### config.mk
export PLATFORM = sky130hd
export DESIGN_NAME = heading_pid_steering_core_flat
export DESIGN_NICKNAME = d
export VERILOG_FILES = /design/src/hdl/hps_pkg.sv /design/src/hdl/hps_in_if.sv /design/src/hdl/hps_out_if.sv /design/src/hdl/hps_alu.sv /design/src/hdl/hps_seq.sv /design/src/hdl/heading_pid_steering_core.sv /design/src/flat_wrapper.sv
export SDC_FILE = /design/constraint.sdc
export NUM_CORES = 1
export LEC_CHECK = 0
export ABC_CLOCK_PERIOD_IN_PS = 11900
export BUFFER_PORTS_ARGS = -buffer_cell sky130_fd_sc_hd__buf_2
export CAP_MARGIN = 0
export CORE_UTILIZATION = 45
export CTS_BUF_LIST = sky130_fd_sc_hd__clkbuf_16
export CTS_CLUSTER_DIAMETER = 40
export DETAILED_ROUTE_END_ITERATION = 16
export GPL_TIMING_DRIVEN = 0
export PLACE_DENSITY = 0.68
export SLEW_MARGIN = 25
export SYNTH_ARGS = -nofsm -noshare
export SYNTH_HDL_FRONTEND = slang
export SYNTH_SLANG_ARGS = --single-unit
### constraint.sdc
create_clock -name clk -period 11.9 [get_ports clk]
set_clock_uncertainty 0.05 [all_clocks]
set_input_delay 3.57 -clock clk [delete_from_list [all_inputs] [get_ports clk]]
set_output_delay 3.57 -clock clk [all_outputs]
set_load 0.02 [all_outputs]
### src/hdl/hps_pkg.sv
`timescale 1ns / 1ps
// ----------------------------------------------------------------------------
// hps_pkg
// Shared types and constants of the heading PID steering core: channel
// payloads, action and register codes, sequencer states and control structs.
// ----------------------------------------------------------------------------
package hps_pkg;

  localparam int HDG_W      = 16;  // heading, error, limits (signed 16)
  localparam int TICK_W     = 32;  // elapsed tick count
  localparam int SPD_W      = 16;  // wheel and rotate speeds
  localparam int GAIN_W     = 16;  // Q8.8 gains
  localparam int FRAC_W     = 8;   // fraction bits of Q8.8
  localparam int CFG_IDX_W  = 4;
  localparam int CFG_DATA_W = 16;
  localparam int STEP_W     = 4;   // counter of one iterative phase
  localparam int STEPS      = 16;  // bits handled per divide or multiply
  localparam int GAIN_CLAMP_SHIFT = 40;
  // accumulator floor: clamped gain (41 bits + sign) times a 16-bit magnitude
  localparam int ACC_MIN_W  = GAIN_CLAMP_SHIFT + 2 + HDG_W;

  typedef enum logic [1:0] {
    ACT_NONE   = 2'd0,
    ACT_ROTATE = 2'd1,
    ACT_DRIVE  = 2'd2
  } action_t;

  typedef enum logic [CFG_IDX_W-1:0] {
    CFG_SETPOINT = 4'd0,
    CFG_OOB      = 4'd1,
    CFG_DEADBAND = 4'd2,
    CFG_FULL_SPD = 4'd3,
    CFG_ROT_SPD  = 4'd4,
    CFG_GAIN_P   = 4'd5,
    CFG_GAIN_I   = 4'd6,
    CFG_GAIN_D   = 4'd7
  } cfg_idx_t;

  typedef struct packed {
    logic [HDG_W-1:0]  heading;
    logic [TICK_W-1:0] elapsed_ticks;
  } in_item_t;

  typedef struct packed {
    action_t           action;
    logic              rotate_clockwise;
    logic [HDG_W-1:0]  rotate_amount;
    logic [SPD_W-1:0]  rotate_rate;
    logic [SPD_W-1:0]  left_speed;
    logic [SPD_W-1:0]  right_speed;
  } out_item_t;

  typedef enum logic [3:0] {
    ST_IDLE,
    ST_ERR,
    ST_DIV,
    ST_SUM,
    ST_MUL_D,
    ST_MUL_I,
    ST_CLAMP,
    ST_MUL_S,
    ST_DONE
  } state_t;

  typedef struct packed {
    state_t state;
    logic   last;     // final step of an iterative phase
  } seq_ctrl_t;

  typedef struct packed {
    logic start;      // input transaction taken
    logic pid_go;     // error lies in the PID band
    logic out_free;   // result register can take a new item
  } seq_stat_t;

endpackage

### src/hdl/hps_in_if.sv
`timescale 1ns / 1ps
// ----------------------------------------------------------------------------
// hps_in_if
// Input channel: valid/ready handshake carrying one heading sample.
// ----------------------------------------------------------------------------
interface hps_in_if;
  import hps_pkg::*;

  logic     valid;
  logic     ready;
  in_item_t data;

  modport source (output valid, output data, input ready);
  modport sink   (input valid, input data, output ready);
endinterface

### src/hdl/hps_out_if.sv
`timescale 1ns / 1ps
// ----------------------------------------------------------------------------
// hps_out_if
// Result channel: valid/ready handshake carrying one steering command.
// ----------------------------------------------------------------------------
interface hps_out_if;
  import hps_pkg::*;

  logic      valid;
  logic      ready;
  out_item_t data;

  modport source (output valid, output data, input ready);
  modport sink   (input valid, input data, output ready);
endinterface

### src/hdl/hps_alu.sv
`timescale 1ns / 1ps
// ----------------------------------------------------------------------------
// hps_alu
// Shared adder/subtractor used for the divide steps, the integral update
// and every shift-and-add multiply step.
// ----------------------------------------------------------------------------
module hps_alu #(
  parameter int W = 58
) (
  input  logic [W-1:0] a,
  input  logic [W-1:0] b,
  input  logic         sub,
  output logic [W-1:0] y
);

  logic [W-1:0] b_op;

  // invert and carry in for subtraction
  assign b_op = sub ? ~b : b;
  assign y    = a + b_op + W'(sub);

endmodule

### src/hdl/hps_seq.sv
`timescale 1ns / 1ps
// ----------------------------------------------------------------------------
// hps_seq
// Sequencer: steps one item through error, then divide, integral, three
// multiplies (PID items only) and result hand-off, with one step counter.
// ----------------------------------------------------------------------------
module hps_seq (
  input  logic              clk,
  input  logic              rst_n,
  input  hps_pkg::seq_stat_t stat,
  output hps_pkg::seq_ctrl_t ctrl
);
  import hps_pkg::*;

  state_t            state_r, state_nxt;
  logic [STEP_W-1:0] cnt_r, cnt_nxt;
  logic              last;

  assign last = (cnt_r == STEP_W'(STEPS - 1));

  // state and step counter
  always_ff @(posedge clk) begin
    if (!rst_n) begin
      state_r <= ST_IDLE;
      cnt_r   <= '0;
    end else begin
      state_r <= state_nxt;
      cnt_r   <= cnt_nxt;
    end
  end

  // next state; the counter runs only in iterative phases and wraps to zero
  always_comb begin
    state_nxt = state_r;
    cnt_nxt   = '0;
    case (state_r)
      ST_IDLE: begin
        if (stat.start) state_nxt = ST_ERR;
      end
      ST_ERR: begin
        state_nxt = stat.pid_go ? ST_DIV : ST_DONE;
      end
      ST_DIV: begin
        cnt_nxt = cnt_r + 1'b1;
        if (last) state_nxt = ST_SUM;
      end
      ST_SUM: begin
        state_nxt = ST_MUL_D;
      end
      ST_MUL_D: begin
        cnt_nxt = cnt_r + 1'b1;
        if (last) state_nxt = ST_MUL_I;
      end
      ST_MUL_I: begin
        cnt_nxt = cnt_r + 1'b1;
        if (last) state_nxt = ST_CLAMP;
      end
      ST_CLAMP: begin
        state_nxt = ST_MUL_S;
      end
      ST_MUL_S: begin
        cnt_nxt = cnt_r + 1'b1;
        if (last) state_nxt = ST_DONE;
      end
      ST_DONE: begin
        if (stat.out_free) state_nxt = ST_IDLE;
      end
      default: begin
        state_nxt = ST_IDLE;
      end
    endcase
  end

  assign ctrl.state = state_r;
  assign ctrl.last  = last;

endmodule

### src/hdl/heading_pid_steering_core.sv
`timescale 1ns / 1ps
// ----------------------------------------------------------------------------
// heading_pid_steering_core
// Heading-hold steering for a differential-drive vehicle: rotate command
// at or beyond the bound, PID wheel speeds between deadband and bound.
// ----------------------------------------------------------------------------
// Usage:
//  - in_ch takes one heading sample and the ticks since the last correction
//    per transaction; out_ch returns exactly one command per sample.
//  - Registers are written through cfg_wr_en/cfg_index/cfg_data while the block
//    is idle (a user duty the block never checks); unknown indexes are ignored.
//  - Rotate and no-change results pass only through the error and done states,
//    and the next sample is taken once the sequencer is back in idle. A PID
//    drive result also takes a 16-step restoring divide, the integral update
//    and three 16-step shift-and-add multiplies, all on one shared adder, with
//    a gain clamp before the last multiply.
//  - in_ch.ready is high only while the sequencer is idle, so one item is in
//    work at a time; the next sample may enter while the last result still
//    waits in the output register.
//  - A stalled receiver holds the result; the sequencer then waits in its
//    final state until the output register is free.
//  - Reset restores the register defaults and clears the integral and the
//    previous error.
// ----------------------------------------------------------------------------
module heading_pid_steering_core #(
  parameter int SUM_WIDTH = 32
) (
  input  logic                             clk,
  input  logic                             rst_n,
  hps_in_if.sink                           in_ch,
  hps_out_if.source                        out_ch,
  input  logic                             cfg_wr_en,
  input  logic [hps_pkg::CFG_IDX_W-1:0]    cfg_index,
  input  logic [hps_pkg::CFG_DATA_W-1:0]   cfg_data
);
  import hps_pkg::*;

  localparam int SW = SUM_WIDTH;
  localparam int AW = (SW + 18 > ACC_MIN_W) ? SW + 18 : ACC_MIN_W;

  localparam logic [AW-1:0] G_HI =
    {{(AW - GAIN_CLAMP_SHIFT - 1){1'b0}}, 1'b1, {GAIN_CLAMP_SHIFT{1'b0}}};
  localparam logic [AW-1:0] G_LO =
    {{(AW - GAIN_CLAMP_SHIFT){1'b1}}, {GAIN_CLAMP_SHIFT{1'b0}}};
  localparam logic [SW-1:0] SUM_MAX = {1'b0, {(SW - 1){1'b1}}};
  localparam logic [SW-1:0] SUM_MIN = {1'b1, {(SW - 1){1'b0}}};

  // configuration registers
  logic signed [HDG_W-1:0]  setpoint_r;
  logic [HDG_W-2:0]         oob_r;
  logic [HDG_W-2:0]         db_r;
  logic [SPD_W-1:0]         fs_r;
  logic [SPD_W-1:0]         rs_r;
  logic signed [GAIN_W-1:0] gp_r, gi_r, gd_r;

  // controller state
  logic signed [SW-1:0]     error_sum_r;
  logic signed [HDG_W-1:0]  last_error_r;

  // item and datapath registers
  logic signed [HDG_W-1:0]  heading_r;
  logic [TICK_W-1:0]        div_r;
  logic signed [HDG_W-1:0]  err_r;
  logic [HDG_W-1:0]         mag_r;
  logic                     pid_r;
  action_t                  act_r;
  logic                     cw_r;
  logic [HDG_W-1:0]         amt_r;
  logic [SPD_W-1:0]         rate_r;
  logic [TICK_W-1:0]        rem_r;
  logic [STEPS-1:0]         dvd_r;
  logic [STEPS-1:0]         q_r;
  logic                     dneg_r;
  logic [AW-1:0]            acc_r;
  logic [AW-1:0]            x_r;
  logic [STEPS-1:0]         y_r;
  logic                     ysgn_r;
  logic                     neg_r;

  logic                     out_valid_r;
  out_item_t                out_data_r;

  seq_ctrl_t                ctrl;
  seq_stat_t                stat;

  logic signed [HDG_W:0]    err_wide;
  logic signed [HDG_W-1:0]  err_sat;
  logic [HDG_W-1:0]         err_abs;
  logic                     err_nz;
  logic                     err_pos;
  logic                     oob_hit;
  logic                     pid_go;
  logic signed [HDG_W:0]    diff;
  logic [HDG_W:0]           diff_abs;
  logic signed [HDG_W:0]    deriv;
  logic [AW-1:0]            alu_a, alu_b, alu_y;
  logic                     alu_sub;
  logic                     div_ok;
  logic                     sum_ovf;
  logic [SW-1:0]            sum_sat;
  logic [AW-1:0]            g_clamp;
  logic                     s_pos;
  logic [AW-FRAC_W-1:0]     s_hi;
  logic [SPD_W-1:0]         spd;
  logic                     out_free;

  // sequencer
  hps_seq u_seq (
    .clk  (clk),
    .rst_n(rst_n),
    .stat (stat),
    .ctrl (ctrl)
  );

  assign in_ch.ready   = (ctrl.state == ST_IDLE);
  assign out_free      = !out_valid_r || out_ch.ready;
  assign stat.start    = in_ch.valid && in_ch.ready;
  assign stat.out_free = out_free;
  assign stat.pid_go   = pid_go;

  // error, saturated to 16 bits, and its magnitude
  always_comb begin
    err_wide = $signed({setpoint_r[HDG_W-1], setpoint_r})
             - $signed({heading_r[HDG_W-1], heading_r});
    if (err_wide[HDG_W] != err_wide[HDG_W-1]) begin
      err_sat = err_wide[HDG_W] ? $signed({1'b1, {(HDG_W - 1){1'b0}}})
                                : $signed({1'b0, {(HDG_W - 1){1'b1}}});
    end else begin
      err_sat = err_wide[HDG_W-1:0];
    end
    err_abs = err_sat[HDG_W-1] ? (~err_sat + 1'b1) : err_sat;
    err_nz  = (err_sat != '0);
    err_pos = !err_sat[HDG_W-1] && err_nz;
    oob_hit = (err_abs >= {1'b0, oob_r});
    pid_go  = !oob_hit && (err_abs > {1'b0, db_r});
    diff     = $signed({err_sat[HDG_W-1], err_sat})
             - $signed({last_error_r[HDG_W-1], last_error_r});
    diff_abs = diff[HDG_W] ? (~diff + 1'b1) : diff;
  end

  // signed quotient from the unsigned divide
  assign deriv = dneg_r ? -$signed({1'b0, q_r}) : $signed({1'b0, q_r});

  // operand selection for the shared adder
  always_comb begin
    alu_a   = acc_r;
    alu_b   = '0;
    alu_sub = 1'b0;
    case (ctrl.state)
      ST_DIV: begin
        alu_a   = AW'({rem_r, dvd_r[STEPS-1]});
        alu_b   = AW'(div_r);
        alu_sub = 1'b1;
      end
      ST_SUM: begin
        alu_a = AW'(error_sum_r);
        alu_b = AW'(err_r);
      end
      ST_MUL_D, ST_MUL_I, ST_MUL_S: begin
        alu_b   = y_r[0] ? x_r : '0;
        alu_sub = neg_r ^ (ysgn_r && ctrl.last);
      end
      default: begin
        alu_b = '0;
      end
    endcase
  end

  hps_alu #(.W(AW)) u_alu (
    .a  (alu_a),
    .b  (alu_b),
    .sub(alu_sub),
    .y  (alu_y)
  );

  // divide step result, integral saturation, gain clamp
  always_comb begin
    div_ok  = !alu_y[AW-1];
    sum_ovf = (alu_y[AW-1:SW-1] != '0) && (alu_y[AW-1:SW-1] != '1);
    sum_sat = sum_ovf ? (alu_y[AW-1] ? SUM_MIN : SUM_MAX) : alu_y[SW-1:0];
    if ($signed(acc_r) > $signed(G_HI)) begin
      g_clamp = G_HI;
    end else if ($signed(acc_r) < $signed(G_LO)) begin
      g_clamp = G_LO;
    end else begin
      g_clamp = acc_r;
    end
  end

  // wheel speed from the Q8.8 result: drop fraction, limit to 0..full speed
  always_comb begin
    s_pos = !acc_r[AW-1] && (acc_r != '0);
    s_hi  = acc_r[AW-1:FRAC_W];
    if (!s_pos) begin
      spd = '0;
    end else if (s_hi > (AW - FRAC_W)'(fs_r)) begin
      spd = fs_r;
    end else begin
      spd = s_hi[SPD_W-1:0];
    end
  end

  // configuration writes
  always_ff @(posedge clk) begin
    if (!rst_n) begin
      setpoint_r <= '0;
      oob_r      <= 15'd30;
      db_r       <= 15'd2;
      fs_r       <= 16'd1000;
      rs_r       <= 16'd500;
      gp_r       <= 16'sd256;
      gi_r       <= '0;
      gd_r       <= '0;
    end else if (cfg_wr_en) begin
      case (cfg_index)
        CFG_SETPOINT: setpoint_r <= cfg_data;
        CFG_OOB:      oob_r      <= cfg_data[HDG_W-2:0];
        CFG_DEADBAND: db_r       <= cfg_data[HDG_W-2:0];
        CFG_FULL_SPD: fs_r       <= cfg_data;
        CFG_ROT_SPD:  rs_r       <= cfg_data;
        CFG_GAIN_P:   gp_r       <= cfg_data;
        CFG_GAIN_I:   gi_r       <= cfg_data;
        CFG_GAIN_D:   gd_r       <= cfg_data;
        default: ;
      endcase
    end
  end

  // integral and previous error: clear at or beyond the bound, update on a PID step
  always_ff @(posedge clk) begin
    if (!rst_n) begin
      error_sum_r  <= '0;
      last_error_r <= '0;
    end else begin
      case (ctrl.state)
        ST_ERR: begin
          if (oob_hit) begin
            error_sum_r  <= '0;
            last_error_r <= '0;
          end else if (stat.pid_go) begin
            last_error_r <= err_sat;
          end
        end
        ST_SUM: begin
          error_sum_r <= sum_sat;
        end
        default: ;
      endcase
    end
  end

  // datapath registers
  always_ff @(posedge clk) begin
    if (stat.start) begin
      heading_r <= in_ch.data.heading;
      div_r     <= (in_ch.data.elapsed_ticks == '0) ? TICK_W'(1)
                                                    : in_ch.data.elapsed_ticks;
    end
    case (ctrl.state)
      ST_ERR: begin
        err_r  <= err_sat;
        mag_r  <= err_abs;
        pid_r  <= stat.pid_go;
        act_r  <= ACT_NONE;
        cw_r   <= 1'b0;
        amt_r  <= '0;
        rate_r <= '0;
        if (oob_hit && err_nz) begin
          act_r  <= ACT_ROTATE;
          cw_r   <= err_pos;
          amt_r  <= err_abs;
          rate_r <= rs_r;
        end
        dneg_r <= diff[HDG_W];
        dvd_r  <= diff_abs[STEPS-1:0];
        rem_r  <= '0;
        q_r    <= '0;
      end
      ST_DIV: begin
        dvd_r <= {dvd_r[STEPS-2:0], 1'b0};
        q_r   <= {q_r[STEPS-2:0], div_ok};
        rem_r <= div_ok ? alu_y[TICK_W-1:0] : {rem_r[TICK_W-2:0], dvd_r[STEPS-1]};
      end
      ST_SUM: begin
        // set up gain_p + gain_d * derivative
        acc_r  <= AW'(gp_r);
        x_r    <= AW'(deriv);
        y_r    <= gd_r;
        ysgn_r <= 1'b1;
        neg_r  <= 1'b0;
      end
      ST_MUL_D: begin
        acc_r <= alu_y;
        if (ctrl.last) begin
          // continue with gain_i * integral
          x_r <= AW'(error_sum_r);
          y_r <= gi_r;
        end else begin
          x_r <= {x_r[AW-2:0], 1'b0};
          y_r <= {1'b0, y_r[STEPS-1:1]};
        end
      end
      ST_MUL_I, ST_MUL_S: begin
        acc_r <= alu_y;
        x_r   <= {x_r[AW-2:0], 1'b0};
        y_r   <= {1'b0, y_r[STEPS-1:1]};
      end
      ST_CLAMP: begin
        // full speed in Q8.8 minus magnitude times clamped gain
        acc_r  <= AW'({fs_r, {FRAC_W{1'b0}}});
        x_r    <= g_clamp;
        y_r    <= mag_r;
        ysgn_r <= 1'b0;
        neg_r  <= 1'b1;
      end
      default: ;
    endcase
  end

  // output register: load when the result slot is free, drop on transaction
  always_ff @(posedge clk) begin
    if (!rst_n) begin
      out_valid_r <= 1'b0;
    end else if (ctrl.state == ST_DONE && out_free) begin
      out_valid_r <= 1'b1;
    end else if (out_ch.ready) begin
      out_valid_r <= 1'b0;
    end
  end

  always_ff @(posedge clk) begin
    if (ctrl.state == ST_DONE && out_free) begin
      if (pid_r) begin
        out_data_r.action           <= ACT_DRIVE;
        out_data_r.rotate_clockwise <= 1'b0;
        out_data_r.rotate_amount    <= '0;
        out_data_r.rotate_rate      <= '0;
        out_data_r.left_speed       <= err_r[HDG_W-1] ? fs_r : spd;
        out_data_r.right_speed      <= err_r[HDG_W-1] ? spd : fs_r;
      end else begin
        out_data_r.action           <= act_r;
        out_data_r.rotate_clockwise <= cw_r;
        out_data_r.rotate_amount    <= amt_r;
        out_data_r.rotate_rate      <= rate_r;
        out_data_r.left_speed       <= '0;
        out_data_r.right_speed      <= '0;
      end
    end
  end

  assign out_ch.valid = out_valid_r;
  assign out_ch.data  = out_data_r;

  // checks
  a_rem_below_div: assert property (@(posedge clk) disable iff (!rst_n)
    (ctrl.state == ST_DIV) |-> (rem_r < div_r))
    else $error("divide remainder not below divisor");

  a_drive_full_side: assert property (@(posedge clk) disable iff (!rst_n)
    (out_ch.valid && out_ch.data.action == ACT_DRIVE) |->
      (out_ch.data.left_speed == fs_r || out_ch.data.right_speed == fs_r))
    else $error("drive command without a wheel at full speed");

  a_none_is_zero: assert property (@(posedge clk) disable iff (!rst_n)
    (out_ch.valid && out_ch.data.action == ACT_NONE) |->
      (!out_ch.data.rotate_clockwise && out_ch.data.rotate_amount == '0 &&
       out_ch.data.rotate_rate == '0 && out_ch.data.left_speed == '0 &&
       out_ch.data.right_speed == '0))
    else $error("no-change command with non-zero fields");

  a_busy_after_accept: assert property (@(posedge clk) disable iff (!rst_n)
    stat.start |=> !in_ch.ready)
    else $error("input taken while an item is in work");

endmodule

### src/flat_wrapper.sv
// flat-port wrapper written by rule: the top's interface ports become plain ports
module heading_pid_steering_core_flat import hps_pkg::*;
#(
  parameter int SUM_WIDTH = 32
)
  (clk, rst_n, cfg_wr_en, cfg_index, cfg_data, in_ch_valid, in_ch_data, in_ch_ready, out_ch_valid, out_ch_data, out_ch_ready);
  hps_in_if in_ch_i ();
  hps_out_if out_ch_i ();
  input  logic clk;
  input  logic rst_n;
  input  logic cfg_wr_en;
  input  logic [hps_pkg::CFG_IDX_W-1:0] cfg_index;
  input  logic [hps_pkg::CFG_DATA_W-1:0] cfg_data;
  input wire logic [$bits(in_ch_i.valid)-1:0] in_ch_valid;
  input wire logic [$bits(in_ch_i.data)-1:0] in_ch_data;
  output wire logic [$bits(in_ch_i.ready)-1:0] in_ch_ready;
  output wire logic [$bits(out_ch_i.valid)-1:0] out_ch_valid;
  output wire logic [$bits(out_ch_i.data)-1:0] out_ch_data;
  input wire logic [$bits(out_ch_i.ready)-1:0] out_ch_ready;
  assign in_ch_i.valid = in_ch_valid;
  assign in_ch_i.data = in_ch_data;
  assign in_ch_ready = in_ch_i.ready;
  assign out_ch_valid = out_ch_i.valid;
  assign out_ch_data = out_ch_i.data;
  assign out_ch_i.ready = out_ch_ready;
  heading_pid_steering_core #(.SUM_WIDTH(SUM_WIDTH)) u_core (.clk(clk), .rst_n(rst_n), .in_ch(in_ch_i), .out_ch(out_ch_i), .cfg_wr_en(cfg_wr_en), .cfg_index(cfg_index), .cfg_data(cfg_data));
endmodule
==> impl_metrics.py <==
metrics = {
    "clocking": {
        "clk_transition_reported_paths_ns": 0.05,
        "cts_tree": "built",
        "postCtsSetupBuffers": 0,
        "cts.sinks": 563,
        "htreeDepth": 3,
        "clk_latency_ns": 0.65,
        "cts_buffers": 91,
        "clockRootBuffer": "clkbuf_16",
        "cts_buffer_depth": 3,
        "cts_resized": 0,
        "hold_buffers": 0,
    },
    "synth": {
        "synth_edf_count": 380,
        "yosys_warnings": 0,
        "ys_seq_elements": 563,
        "synth-main-ff-cell": "edfxtp_1",
        "syn_avg_cell_area_um2": 9.67,
        "syn-cell-area_um2": 31900,
        "synth_nets": 3521,
        "ys_types": 91,
        "syn_inst": 3304,
        "seq_area_frac_synth_pct": 47.2,
        "ys_async_sr_fraction_pct": 0,
    },
    "timing": {
        "rsz0062_at_grt": "false",
        "hold_viol": 0,
        "setup_viol_count_final": 0,
        "whs_ns": 0.403,
        "setup_tns_ns": 0,
        "max_slew.worst_pin.slew_ns": 1.13,
        "slew_headroom_pct": 24.4,
        "fmax_mhz": 112,
        "period_share_pct": 74.8,
        "drv_slew": 0,
        "finalCriticalPeriod_ns": 8.90,
    },
    "die": {
        "initial_core_util_pct": 45.5,
        "die_height_um": 268,
        "row_count": 97,
        "dieArea_um2": 72000,
        "io_pins": 142,
        "coreArea_um2": 70100,
        "die_x_um": 268,
    },
    "setup_path": {
        "cp.arrival_ns": 9.43,
        "startpoint_type": "flop",
        "crit_required_ns": 12.43,
        "cp-end-kind": "flop",
        "cpMaxStageDelayCell": "nor3_1",
        "max_stage_delay_ns": 0.88,
        "path_class": "reg -> reg",
        "crit_chain": "buf_2 -> nand2_1 -> nor3_1 -> and2_1 -> clkbuf_1 -> clkbuf_1 -> a221oi_1 -> xnor2_1 -> ha_1 -> a21oi_1 -> o21ai_1 -> a21oi_1 -> o21ai_0 -> nor2_1 -> o21ai_1 -> a21oi_1 -> a211oi_2 -> xnor2_1 -> inv_1 -> nor3_1 -> clkbuf_1 -> a221o_1",
        "crit_path_max_fanout": 10,
    },
    "final_layout": {
        "fin_nets": 3747,
        "diodes": 0,
        "drive_above_1_share_pct": 9.48,
        "final_cells": 4547,
        "area_delta_synth_final_pct": 16.2,
        "stdcell_area_um2": 37100,
        "postLayoutCoreUtil_pct": 52.9,
    },
    "drt": {
        "drt_first_pass_iters": 6,
        "ant_nets": 0,
        "vias": 27400,
        "viasPerCell": 6.02,
        "drt_iter0_markers": 3185,
        "wl_um": 106000,
        "wl_per_cell_um": 23.3,
        "drc_errors": 0,
    },
    "grt": {
        "grt_remaining_overflow": 0,
        "grt_antenna_before_repair": 0,
        "grt_pass1_vias": 26200,
        "grt_pass1_wl_um": 159000,
        "grt_max_degree": 44,
        "grt_usage_pct": 29.3,
    },
    "power_and_ir_drop": {
        "p_per_area_nw_per_um2": 299,
        "p_leak_uw": 0.0140,
        "ir_worst_vdd_mv": 0.144,
    },
    "place": {
        "gp_congestion": 1.01,
        "io_buffer_count": 125,
        "placedCellCount": 4377,
        "placed_cell_area_um2": 33900,
        "place_hpwl_um": 79100,
    },
    "job": {
        "maxCapViolCount": 0,
    },
    "status": {
        "outcome": "complete, no violations",
    },
    "worst_hold_path": {
        "hold_path_class": "reg -> reg",
    },
}
## worst paths after layout
kind | startpoint | to | slack [ns] | cells past startpoint
max | u_core.u_seq.state_r[0]$_SDFFE_PN0P_ | u_core.error_sum_r[28]$_SDFFE_PN0P_ | 3.00 | 22
max reg2reg | u_core.u_seq.state_r[0]$_SDFFE_PN0P_ | u_core.error_sum_r[28]$_SDFFE_PN0P_ | 3.00 | 22
min reg2reg | u_core.u_seq.cnt_r[0]$_SDFF_PN0_ | u_core.u_seq.cnt_r[0]$_SDFF_PN0_ | 0.40 | 1
min | u_core.u_seq.cnt_r[0]$_SDFF_PN0_ | u_core.u_seq.cnt_r[0]$_SDFF_PN0_ | 0.40 | 1
## report_power, final
group / total, µW / leakage [µW] / internal, µW / switching, µW
registers: 3030 / 0.00503 / 2800 / 228
clock network: 2710 / 0.00154 / 1690 / 1020
logic: 5360 / 0.00742 / 1840 / 3520
total: 11100 / 0.0140 / 6330 / 4780
## per-stage QoR
step	setup WS, ns	total power, µW
detailed placement	3.34	8270
CTS	3.25	11000
finish	3.00	11100
global placement	3.07	8200
floorplan	4.67	6680
global route	2.59	11700
## cell families after synthesis
kind of cell / count (synthesis) / share of synthesized area (%)
AND/OR/NAND/NOR: 1075 / 15.8
AO/OA/AOI/OAI: 902 / 19.8
flip-flops: 563 / 47.2
buffers and inverters: 380 / 4.56
XOR/XNOR: 170 / 4.66
adder cells (fa/ha/maj): 144 / 5.71
multiplexers: 70 / 2.24
## layout make-up
class	count	area [µm²]
tap	940	1180
clock inverter	78	836
buffer	243	945
multi-input combinational	2361	15500
sequential	563	15100
inverter	137	517
fill	6404	33100
timing repair buffer	133	786
clock buffer	92	2300
## layer usage
metal / vias to the layer above / global-route usage (%) / part of all wire (%)
li1: 12600 / - / -
met5: - / 0 / 0
met3: 278 / 5.49 / 9.6
met1: 13200 / 39.9 / 42
met2: 1370 / 45.4 / 44
met4: 0 / 12.6 / 4.4
## layout by cell type (no fill, tap or decap), drive strengths merged, types with 86 or more instances in the layout
| cell type | instances |
|---|---|
| nand2 | 418 |
| edfxtp | 380 |
| clkbuf | 300 |
| nor2 | 247 |
| a21oi | 208 |
| dfxtp | 183 |
| buf | 168 |
| inv | 160 |
| ha | 141 |
| o21ai | 140 |
| xnor2 | 126 |
| nor2b | 89 |
| a21boi | 86 |
## worst max-delay path, delay by kind of cell (launching register included)
family                   cells  cell delay (ns)
adder cells (fa/ha/maj)      1             0.35
buffers and inverters        5             2.44
AND/OR/NAND/NOR              5             2.61
flip-flops                   1             0.32
XOR/XNOR                     2             0.97
AO/OA/AOI/OAI                9             2.06
## sequential cells by signal, indices dropped and copies added, names as in the netlist, 32 cells and up
signal              count
u_core.x_r             58
u_core.rem_r           32
u_core.error_sum_r     32
u_core.out_ch.data     67
u_core.div_r           32
u_core.acc_r           58
## cells in the mapped netlist, drive strengths merged (56+ instances only)
master,instances,area [µm²]
xnor2,126,1100
inv,137,514
nor2,247,927
o21ai,140,704
nand2,418,1570
dfxtp,183,3660
edfxtp,380,11400
clkbuf,208,782
a21boi,86,646
a22o,56,490
nor2b,89,557
ha,141,1760
mux2i,64,644
a21oi,208,1060
No activity file was read; power rests on OpenSTA's default activity.
